File: src/rtl/spq_pkg.sv
// Package for the sorted priority queue: depth, widths, status codes and the
// per-cell control struct. Depends on nothing; used by every module in rtl/.
`default_nettype none
package spq_pkg;

  localparam int DEPTH   = 8;
  localparam int CNT_W   = $clog2(DEPTH + 1);
  localparam int VALUE_W = 32;
  localparam int PRIO_W  = 16;
  localparam int DATA_W  = 48;

  typedef enum logic [0:0] {
    OP_ENQUEUE = 1'b0,
    OP_DEQUEUE = 1'b1
  } op_t;

  typedef enum logic [1:0] {
    ST_STORED   = 2'd0,
    ST_FULL     = 2'd1,
    ST_DEQUEUED = 2'd2,
    ST_EMPTY    = 2'd3
  } status_t;

  // Control broadcast to one cell for the current beat.
  typedef struct packed {
    logic enq;       // a pair is being inserted this cycle
    logic deq;       // the front entry is being removed this cycle
    logic occupied;  // this cell holds a live entry
    logic at_tail;   // this cell is the first free slot
  } cell_ctrl_t;

endpackage
`default_nettype wire

File: src/rtl/spq_cell.sv
// One storage cell of the sorted chain: a value and priority pair with its
// compare and its left/right shift selection. Depends on spq_pkg.
`default_nettype none
module spq_cell
  import spq_pkg::*;
(
  input  wire logic                     clk,
  input  wire cell_ctrl_t               ctrl,
  input  wire logic [VALUE_W-1:0]       new_value,
  input  wire logic signed [PRIO_W-1:0] new_priority,
  input  wire logic [VALUE_W-1:0]       left_value,
  input  wire logic signed [PRIO_W-1:0] left_priority,
  input  wire logic                     left_gt,
  input  wire logic [VALUE_W-1:0]       right_value,
  input  wire logic signed [PRIO_W-1:0] right_priority,
  output logic [VALUE_W-1:0]            value,
  output logic signed [PRIO_W-1:0]      prio,
  output logic                          gt
);

  logic load;

  // Strictly larger priority moves up, so equal priorities keep arrival order.
  assign gt   = ctrl.occupied && (prio > new_priority);
  assign load = ctrl.enq ? (gt || ctrl.at_tail) : ctrl.deq;

  always_ff @(posedge clk) begin
    if (load) begin
      if (ctrl.deq) begin
        value <= right_value;
        prio  <= right_priority;
      end else if (left_gt) begin
        value <= left_value;
        prio  <= left_priority;
      end else begin
        value <= new_value;
        prio  <= new_priority;
      end
    end
  end

endmodule
`default_nettype wire

File: src/rtl/sorted_priority_queue_unit.sv
// Top level of the sorted priority queue: occupancy count, a row of spq_cell
// instances and the registered result beat. Depends on spq_pkg and spq_cell.
//
// Channel   Direction  tdata (low bit up)                 tuser
// s_*       in         item_value[31:0], item_priority    operation
// m_*       out        out_value[31:0], out_priority      status
//
// Every accepted beat is handled in the cycle it is accepted: all cells compare
// against the new priority at once and either shift up to open a slot, shift
// down to close the front, or hold. The result beat is registered and appears
// on the master side in the cycle after its input is accepted, and the block
// takes one beat per cycle while m_tready stays high.
// The input is stalled only while a result beat waits and m_tready is low.
// Reset (synchronous, active high) empties the queue and drops any pending
// result; the cell contents are left as they are and are never read unwritten.
`default_nettype none
module sorted_priority_queue_unit
  import spq_pkg::*;
(
  input  wire logic              clk,
  input  wire logic              rst,
  input  wire logic              s_tvalid,
  output logic                   s_tready,
  input  wire logic [DATA_W-1:0] s_tdata,   // item_value[31:0], item_priority[47:32]
  input  wire logic              s_tuser,   // operation
  output logic                   m_tvalid,
  input  wire logic              m_tready,
  output logic [DATA_W-1:0]      m_tdata,   // out_value[31:0], out_priority[47:32]
  output logic [1:0]             m_tuser    // status
);

  logic [CNT_W-1:0] count;
  logic [CNT_W-1:0] count_next;

  logic                     accept;
  logic                     is_deq;
  logic                     is_full;
  logic                     is_empty;
  logic                     do_enq;
  logic                     do_deq;
  logic [VALUE_W-1:0]       in_value;
  logic signed [PRIO_W-1:0] in_priority;

  status_t                  res_status;
  logic [VALUE_W-1:0]       res_value;
  logic signed [PRIO_W-1:0] res_priority;

  // Cell outputs and their neighbour connections.
  cell_ctrl_t               ctrl     [DEPTH];
  logic [VALUE_W-1:0]       cell_val [DEPTH];
  logic signed [PRIO_W-1:0] cell_pri [DEPTH];
  logic                     cell_gt  [DEPTH];
  logic [VALUE_W-1:0]       lv       [DEPTH];
  logic signed [PRIO_W-1:0] lp       [DEPTH];
  logic                     lg       [DEPTH];
  logic [VALUE_W-1:0]       rv       [DEPTH];
  logic signed [PRIO_W-1:0] rp       [DEPTH];

  assign s_tready    = !m_tvalid || m_tready;
  assign accept      = s_tvalid && s_tready;
  assign is_deq      = (s_tuser == OP_DEQUEUE);
  assign is_full     = (count == CNT_W'(DEPTH));
  assign is_empty    = (count == '0);
  assign do_enq      = accept && !is_deq && !is_full;
  assign do_deq      = accept && is_deq && !is_empty;
  assign in_value    = s_tdata[VALUE_W-1:0];
  assign in_priority = s_tdata[VALUE_W+PRIO_W-1:VALUE_W];

  always_comb begin
    count_next = count;
    if (do_enq) begin
      count_next = count + 1'b1;
    end else if (do_deq) begin
      count_next = count - 1'b1;
    end
  end

  always_ff @(posedge clk) begin
    if (rst) begin
      count <= '0;
    end else begin
      count <= count_next;
    end
  end

  genvar i;
  generate
    for (i = 0; i < DEPTH; i++) begin : g_cell
      assign ctrl[i].enq      = do_enq;
      assign ctrl[i].deq      = do_deq;
      assign ctrl[i].occupied = (CNT_W'(i) < count);
      assign ctrl[i].at_tail  = (CNT_W'(i) == count);

      // The front cell has nothing to its left; the last cell refills from
      // itself on removal, which is harmless as it then lies beyond the count.
      if (i == 0) begin : g_first
        assign lv[i] = '0;
        assign lp[i] = '0;
        assign lg[i] = 1'b0;
      end else begin : g_inner
        assign lv[i] = cell_val[i-1];
        assign lp[i] = cell_pri[i-1];
        assign lg[i] = cell_gt[i-1];
      end
      if (i == DEPTH - 1) begin : g_last
        assign rv[i] = cell_val[i];
        assign rp[i] = cell_pri[i];
      end else begin : g_notlast
        assign rv[i] = cell_val[i+1];
        assign rp[i] = cell_pri[i+1];
      end

      spq_cell u_cell (
        .clk            (clk),
        .ctrl           (ctrl[i]),
        .new_value      (in_value),
        .new_priority   (in_priority),
        .left_value     (lv[i]),
        .left_priority  (lp[i]),
        .left_gt        (lg[i]),
        .right_value    (rv[i]),
        .right_priority (rp[i]),
        .value          (cell_val[i]),
        .prio           (cell_pri[i]),
        .gt             (cell_gt[i])
      );
    end
  endgenerate

  // Result for the beat being accepted; the front cell is read before it shifts.
  always_comb begin
    res_value    = '0;
    res_priority = '0;
    if (is_deq) begin
      if (is_empty) begin
        res_status = ST_EMPTY;
      end else begin
        res_status   = ST_DEQUEUED;
        res_value    = cell_val[0];
        res_priority = cell_pri[0];
      end
    end else begin
      res_status = is_full ? ST_FULL : ST_STORED;
    end
  end

  always_ff @(posedge clk) begin
    if (rst) begin
      m_tvalid <= 1'b0;
    end else if (s_tready) begin
      m_tvalid <= s_tvalid;
    end
  end

  always_ff @(posedge clk) begin
    if (accept) begin
      m_tdata <= {res_priority, res_value};
      m_tuser <= res_status;
    end
  end

  // The count never passes the number of cells.
  a_count_bound: assert property (@(posedge clk) disable iff (rst)
    count <= CNT_W'(DEPTH))
    else $error("occupancy above depth");

  // An insert into a full queue is dropped and reported as such.
  a_full_drop: assert property (@(posedge clk) disable iff (rst)
    (accept && !is_deq && is_full) |=> (count == $past(count)) && (m_tuser == ST_FULL))
    else $error("insert into full queue not dropped");

  // A removal from a non-empty queue takes exactly one entry.
  a_deq_count: assert property (@(posedge clk) disable iff (rst)
    (accept && is_deq && !is_empty) |=> (count == $past(count) - 1'b1)
      && (m_tuser == ST_DEQUEUED))
    else $error("removal did not take one entry");

  // A removal from an empty queue answers empty with zero payload.
  a_empty_zero: assert property (@(posedge clk) disable iff (rst)
    (accept && is_deq && is_empty) |=> (m_tuser == ST_EMPTY) && (m_tdata == '0))
    else $error("empty removal result wrong");

  // Every accepted beat leaves a result beat waiting.
  a_result_follows: assert property (@(posedge clk) disable iff (rst)
    accept |=> m_tvalid)
    else $error("accepted beat produced no result");

endmodule
`default_nettype wire

File: config.mk
export PLATFORM = sky130hd
export DESIGN_NAME = sorted_priority_queue_unit
export DESIGN_NICKNAME = d
export VERILOG_FILES = /design/src/rtl/spq_pkg.sv /design/src/rtl/spq_cell.sv /design/src/rtl/sorted_priority_queue_unit.sv
export SDC_FILE = /design/constraint.sdc
export NUM_CORES = 1
export LEC_CHECK = 0
export BUFFER_PORTS_ARGS = -buffer_cell sky130_fd_sc_hd__clkbuf_2
export CORE_ASPECT_RATIO = 1.5
export CORE_MARGIN = 4
export CORE_UTILIZATION = 56
export DETAILED_ROUTE_END_ITERATION = 8
export PLACE_DENSITY = 0.76
export SLEW_MARGIN = 20
export SYNTH_ARGS = -nofsm -noshare
export SYNTH_HDL_FRONTEND = slang
export SYNTH_SLANG_ARGS = --single-unit
File: constraint.sdc
create_clock -name clk -period 5.4 [get_ports clk]
set_clock_uncertainty 0.05 [all_clocks]
set_input_delay 0.27 -clock clk [delete_from_list [all_inputs] [get_ports clk]]
set_output_delay 0.27 -clock clk [all_outputs]
set_load 0.05 [all_outputs]
# Word level (Yosys, flattened, before mapping)
# Cells that the tools add are included.
dict set report word_totals {
  latchBits 0
  output_inout_bits 52
  regBits 439
  n_memories 0
  inputBits 53
  mem_bits_rw 0
  rom_bits 0
}
dict set report op_classes {
  shift 0
  div 0
  n_lt_le_gt_ge 16
  n_eq_ne 8
  muxes 41
  n_addsub 2
  n_mul 0
  n_reduce_logical 30
  bitwise 2
}
# operator count
set op_table {}
lappend op_table {{32-bit 2-to-1 mux} 14}
lappend op_table {{16-bit 2-to-1 mux} 14}
lappend op_table {{16-bit greater-than comparator} 8}
lappend op_table {{3-bit by 4-bit == test with 1-bit output (first input constant)} 4}
lappend op_table {{3-bit by 4-bit less-than comparator with 1-bit output (first input constant)} 4}
lappend op_table {{1-bit logical AND} 13}
lappend op_table {{1-bit 2-to-1 mux} 10}
lappend op_table {{1-bit logical OR} 9}
lappend op_table {{2-bit by 4-bit == test with 1-bit output (first input constant)} 2}
lappend op_table {{1-bit by 4-bit less-than comparator with 1-bit output (first input constant)} 2}
lappend op_table {{2-bit by 4-bit less-than comparator with 1-bit output (first input constant)} 2}
lappend op_table {{4-bit 2-to-1 mux} 2}
lappend op_table {{4-bit by 1-bit adder with 4-bit output (second input constant)} 1}
lappend op_table {{1-bit by 4-bit == test with 1-bit output (first input constant)} 1}
lappend op_table {{4-bit == test (second input constant)} 1}
lappend op_table {{1-bit logical NOT} 4}
lappend op_table {{4-bit logical NOT} 1}
lappend op_table {{4-bit by 1-bit subtractor with 4-bit output (second input constant)} 1}
lappend op_table {{2-bit 2-to-1 mux} 1}
lappend op_table {{1-bit NOT} 2}
lappend op_table {{2-bit AND reduction} 1}
lappend op_table {{2-bit nonzero test} 1}
lappend op_table {{2-bit OR reduction} 1}

# Logic depth before layout (Yosys ltp)
dict set report depth {
  depth_word 7
  mapped_depth 12
  mapped_depth_nobuf 9
}

# By module
# A second synthesis with hierarchy kept.
dict set report unflattened {
  cells_unflattened 2340
  hier_area_um2 25241.7
}
# mod cells_each n_inst area_each_um2 seq_area_each_um2
set by_module_without_submodules {}
lappend by_module_without_submodules {{spq_cell (g_cell[0].u_cell ...)} 270 5 2842.7 1441.4}
lappend by_module_without_submodules {{spq_cell (g_cell[5].u_cell ...)} 270 3 2876.5 1441.4}
lappend by_module_without_submodules {sorted_priority_queue_unit 180 1 2398.6 1601.5}

# Worst setup path before layout
# No wires, ideal clock.
dict set report synth_timing {
  path_type {register to register}
  start {register m_tvalid}
  end {register g_cell[6].u_cell.prio[0], enable pin}
  arrival_ns 5.275
  path_slack_ns -0.405
  setup_ns 0.481
  stages_incl_launch_ff 6
  cell_sequence {dfxtp_1 -> nand2b_1 -> nand2_1 -> inv_1 -> o21ai_1 -> a41oi_1}
}
dict set report synth_via {
  elab_chain_cells 6
  elab_cells_between_ends 8
  cone_classes {mux (1); reduce/logical (7)}
}
# item line
set synth_rtl {}
lappend synth_rtl {{from (decl)} sorted_priority_queue_unit.sv:26} ;# output logic m_tvalid,
lappend synth_rtl {{from (signal assigned)} sorted_priority_queue_unit.sv:151} ;# m_tvalid <= s_tvalid;
lappend synth_rtl {{1-bit logical NOT (*)} sorted_priority_queue_unit.sv:59} ;# assign s_tready = !m_tvalid || m_tready;
lappend synth_rtl {{1-bit logical OR (*)} sorted_priority_queue_unit.sv:59}
lappend synth_rtl {{named net s_tready} sorted_priority_queue_unit.sv:23} ;# output logic s_tready,
lappend synth_rtl {{1-bit logical AND (*)} sorted_priority_queue_unit.sv:60} ;# assign accept = s_tvalid && s_tready;
lappend synth_rtl {{named net accept} sorted_priority_queue_unit.sv:35} ;# logic accept;
lappend synth_rtl {{1-bit logical AND (on tied branches) (2 in series)} {sorted_priority_queue_unit.sv:65, sorted_priority_queue_unit.sv:64}}
lappend synth_rtl {{1-bit 2-to-1 mux (*)} spq_cell.sv:25} ;# assign load = ctrl.enq ? (gt || ctrl.at_tail) : ctrl.deq;
lappend synth_rtl {{named net g_cell[6].u_cell.load} spq_cell.sv:21} ;# logic load;
lappend synth_rtl {{to (signal assigned)} spq_cell.sv:31} ;# prio <= right_priority;
lappend synth_rtl {{to (signal assigned)} spq_cell.sv:34} ;# prio <= left_priority;
lappend synth_rtl {{to (signal assigned)} spq_cell.sv:37} ;# prio <= new_priority;
lappend synth_rtl {{to (decl)} spq_cell.sv:17} ;# output logic signed [PRIO_W-1:0] prio,
# The timed path passes the listed nets; every way through them passes the cells marked *.
# A chain may end at the register's enable or synchronous reset.

# Final worst setup path
dict set report layout_timing {
  start {register g_cell[0].u_cell.prio[15]}
  end {register g_cell[0].u_cell.prio[1], enable pin}
}
dict set report layout_via {
  elab_chain_cells 4
}
# item line
set layout_rtl {}
lappend layout_rtl {{from (decl)} spq_cell.sv:17}
lappend layout_rtl {{from (signal assigned)} spq_cell.sv:31}
lappend layout_rtl {{from (signal assigned)} spq_cell.sv:34}
lappend layout_rtl {{from (signal assigned)} spq_cell.sv:37}
lappend layout_rtl {{16-bit greater-than comparator} spq_cell.sv:24} ;# assign gt = ctrl.occupied && (prio > new_priority);
lappend layout_rtl {{1-bit logical AND} spq_cell.sv:24}
lappend layout_rtl {{1-bit logical OR} spq_cell.sv:25}
lappend layout_rtl {{1-bit 2-to-1 mux} spq_cell.sv:25}
lappend layout_rtl {{named net g_cell[0].u_cell.load} spq_cell.sv:21}
# The timed path passes the listed nets, and every way through them passes these cells.

==> reports/results.tsv <==
metric	value	unit
rrSetupSlack	1.38	ns
maxClockFrequency	249	MHz
final_design_area_no_fill	26400	um2
worst_setup_hold_path_clk_slew	0.07	ns
globalRoute.totalOverflow	0	
ctsLongestPathBuffers	3	
avgViaCountPerCell	6.42	
antenna_violations_before_repair	1	
worst_skew_pair.late_latency	0.56	ns
clk_root_buffer_cell	clkbuf_16	
nets	2346	
core.rowCount	91	
run_status	complete, no violations	
worst_setup_path_end_kind	flip-flop	
p_seq_share	44.2	%
ioPinCount	105	
post-dp-hpwl	42900	um
die-height	260	um
post-route-min-period	4.02	ns
cpPeakStageDelay	0.63	ns
synthDistinctLibCells	63	
mostFrequentLayoutCells	434 x edfxtp_1, 351 x nand2_1, 139 x nand3_1	
power_leakage	0.0102	uW
worstPathArrival	4.16	ns
tritoncts	done	
holdCritStartpoint	s_tdata[24]	
slew_headroom	23.4	%
clock_sink_count	439	
postSynth.asyncResetShare	0	%
fin_ws	1.38	ns
path_cells	ha_1, nand4_2, nor4_2, a21boi_2, nor3_4, xor2_1, nand2_1, a31oi_4, buf_4	
first_pass_iters	6	
initial_utilization	57.0	%
synth_ff_type	edfxtp_1	
first_global_vias	17900	
worstRegToRegCells	9	
drv_cap	0	
required	5.54	ns
synthesis.area	23600	um2
grt_setup_unrepaired	no	
core-area	41400	um2
worstMarginPinSlew	1.14	ns
nets_in_the_synthesized_netlist	2307	
total_negative_setup_slacks	0	ns
p_int	7430	uW
worstSetupPathType	flip-flop to flip-flop	
crit_path_start_kind	flip-flop	
first_iter_violations	1777	
grt_max_degree	108	
place_ws	1.31	ns
buffer_ports.inserted	104	
power.combinational.fraction	25.4	%
die-area	45600	um2
critical_path.reg2reg.endpoint	g_cell[0].u_cell.prio[1]$_DFFE_PP_	
synth_edf_count	434	
critical_path.max_fanout	24	
design_power_total	11000	uW
wl	67000	um
worst_hold_path_type	input port to flip-flop	
die_width	176	um
global_route.usage.total	29.0	%
synth.yosys.warnings	0	
drcViolationCount	0	
regToRegStartpoint	g_cell[0].u_cell.prio[15]$_DFFE_PP_	
p_switching	3620	uW
detail-route-antenna-nets	0	
synthCells	2121	
syn_avg_cell_area	11.1	um2
sw_frac_of_total	32.8	%
slew_viol_final	0	
worstHoldEndpoint	g_cell[7].u_cell.value[24]$_DFFE_PP_	
vdd_ir_drop_max	0.300	mV
postSynthRegisterBits	439	
crit_path_top_delay_cell	a31oi_4	
final_common_cell	edfxtp_1	
min_delay_path_depth	2	
grt_first_pass_wirelength	103000	um
setup_violators_final	0	
syn_to_final_growth	11.7	%
htree_levels	2	
timing_hold_violations_final	0	
final_min_period_over_clock_period	74.5	%
yosysSeqAreaShare	55.6	%
clkPwrFrac	30.4	%
cts_buffers	43	
final_weighted_congestion_of_routability_driven_global_placement	1.03	
route.detailed.wl_per_inst	24.3	um
power_density	419	nW/um2
layout-drive-gt1-share	11.3	%
dr_total_vias	17700	
dpl_cell_area	24700	um2
post_cts_resize_count	0	
==> cells by family (layout without fill, tap and decap cells) <==
family | Yosys count | in the layout | share of synthesized area [%]
flip-flops | 439 | 439 | 55.6
other | 0 | 1 | 0
AND/OR/NAND/NOR | 734 | 734 | 13.8
adder cells (fa/ha/maj) | 133 | 133 | 7.05
multiplexers | 178 | 178 | 7.84
XOR/XNOR | 5 | 5 | 0.185
AO/OA/AOI/OAI | 442 | 442 | 12.0
buffers and inverters | 190 | 264 | 3.53
==> critical path: cells and delay by family (launching register included) <==
| kind | cells | cell delay, ns |
|---|---|---|
| AOI/OAI and AO/OA | 2 | 0.96 |
| and+or+nand+nor | 4 | 0.88 |
| buffers and inverters | 1 | 0.55 |
| adders and majority gates | 1 | 0.52 |
| DFF | 1 | 0.49 |
| xor gates and xnor gates | 1 | 0.16 |
==> what timing repair did <==
action	CTS	global route
hold buffers	11	0
setup buffers	0	0
hold endpoints to repair	13	0
==> flip-flops by register name (all words and copies together), names as in the netlist <==
register	count
g_cell.u_cell.prio	128
m_tvalid	1
m_tuser	2
g_cell.u_cell.value	256
m_tdata	48
count	4
==> cells in the mapped netlist (3+ instances only) <==
cell,n,share of area [%]
o211ai_1,135,4.3
nand4_1,25,0.66
dfxtp_1,5,0.42
a21oi_1,136,2.9
nor3_1,5,0.11
ha_1,133,7.0
inv_1,33,0.52
nor2b_1,9,0.24
buf_1,18,0.29
and3_1,52,1.4
o41ai_1,3,0.11
edfxtp_1,434,55
o221ai_1,5,0.19
xnor2_1,4,0.15
buf_4,9,0.29
nand3_1,140,3.0
nor2_1,126,2.0
o21ai_1,51,1.1
o21bai_1,3,0.095
nand2_1,353,5.6
buf_2,22,0.47
mux2_1,49,2.3
and4_1,7,0.26
o21ai_0,22,0.47
clkbuf_1,98,1.6
nand2b_1,6,0.16
a31oi_1,23,0.61
a21o_1,19,0.60
o21a_1,8,0.25
mux2i_1,127,5.4
buf_6,8,0.38
a21oi_2,10,0.37
==> layout make-up <==
| type | instances | area [um2] |
|---|---|---|
| flip-flops and latches | 439 | 13100 |
| repair buffers | 149 | 1010 |
| multi-input cells | 1492 | 9850 |
| fillers | 3254 | 15100 |
| clock inverters | 32 | 438 |
| clock buffers | 48 | 1120 |
| diodes | 1 | 2.50 |
| inverters | 35 | 131 |
| well taps | 558 | 698 |
==> metal layers <==
metal / wire length, um / vias up / track usage, %
met5: 0 / - / 0
met4: 4540 / 0 / 17.4
met3: 4200 / 207 / 3.12
met2: 33200 / 806 / 49.5
met1: 25000 / 8631 / 35.5
li1: - / 8042 / -
==> power by group through the flow <==
stage	Combinational, uW	Clock, uW	Sequential (uW)
finish	2800	3360	4880
CTS	2770	3380	4870
detailed placement	2750	0	4940
global route	3030	3520	4920
floorplan	1790	0	4970
global placement	2650	0	4930
==> through the flow <==
| step | hold slack, ns | instances | util, % |
|---|---|---|---|
| global route | 0.0162 | 2754 | 63.7 |
| detailed placement | 0.468 | 2662 | 59.6 |
| floorplan | 0.289 | 2121 | - |
| CTS | 0.00222 | 2753 | 63.6 |
| finish | 0.00626 | 2754 | 63.7 |
| global placement | 0.455 | 2662 | 59.6 |
==> worst max path at each step <==
| stage | from | endpoint | slack [ns] | cells after the start |
|---|---|---|---|---|
| 2_1_floorplan | m_tvalid$_SDFFE_PP0N_ | g_cell[6].u_cell.prio[0]$_DFFE_PP_ | -0.41 | 5 |
| 3_3_place_gp | s_tdata[47] | g_cell[0].u_cell.prio[3]$_DFFE_PP_ | 1.34 | 11 |
| 3_5_place_dp | s_tdata[47] | g_cell[6].u_cell.value[5]$_DFFE_PP_ | 1.31 | 10 |
| 4_1_cts | g_cell[0].u_cell.prio[15]$_DFFE_PP_ | g_cell[0].u_cell.value[30]$_DFFE_PP_ | 1.42 | 9 |
| 5_1_grt | g_cell[5].u_cell.prio[15]$_DFFE_PP_ | g_cell[6].u_cell.value[16]$_DFFE_PP_ | 1.31 | 8 |
| 6_report | g_cell[0].u_cell.prio[15]$_DFFE_PP_ | g_cell[0].u_cell.prio[1]$_DFFE_PP_ | 1.38 | 9 |
Note: power is estimated with default switching activity, not from simulation.
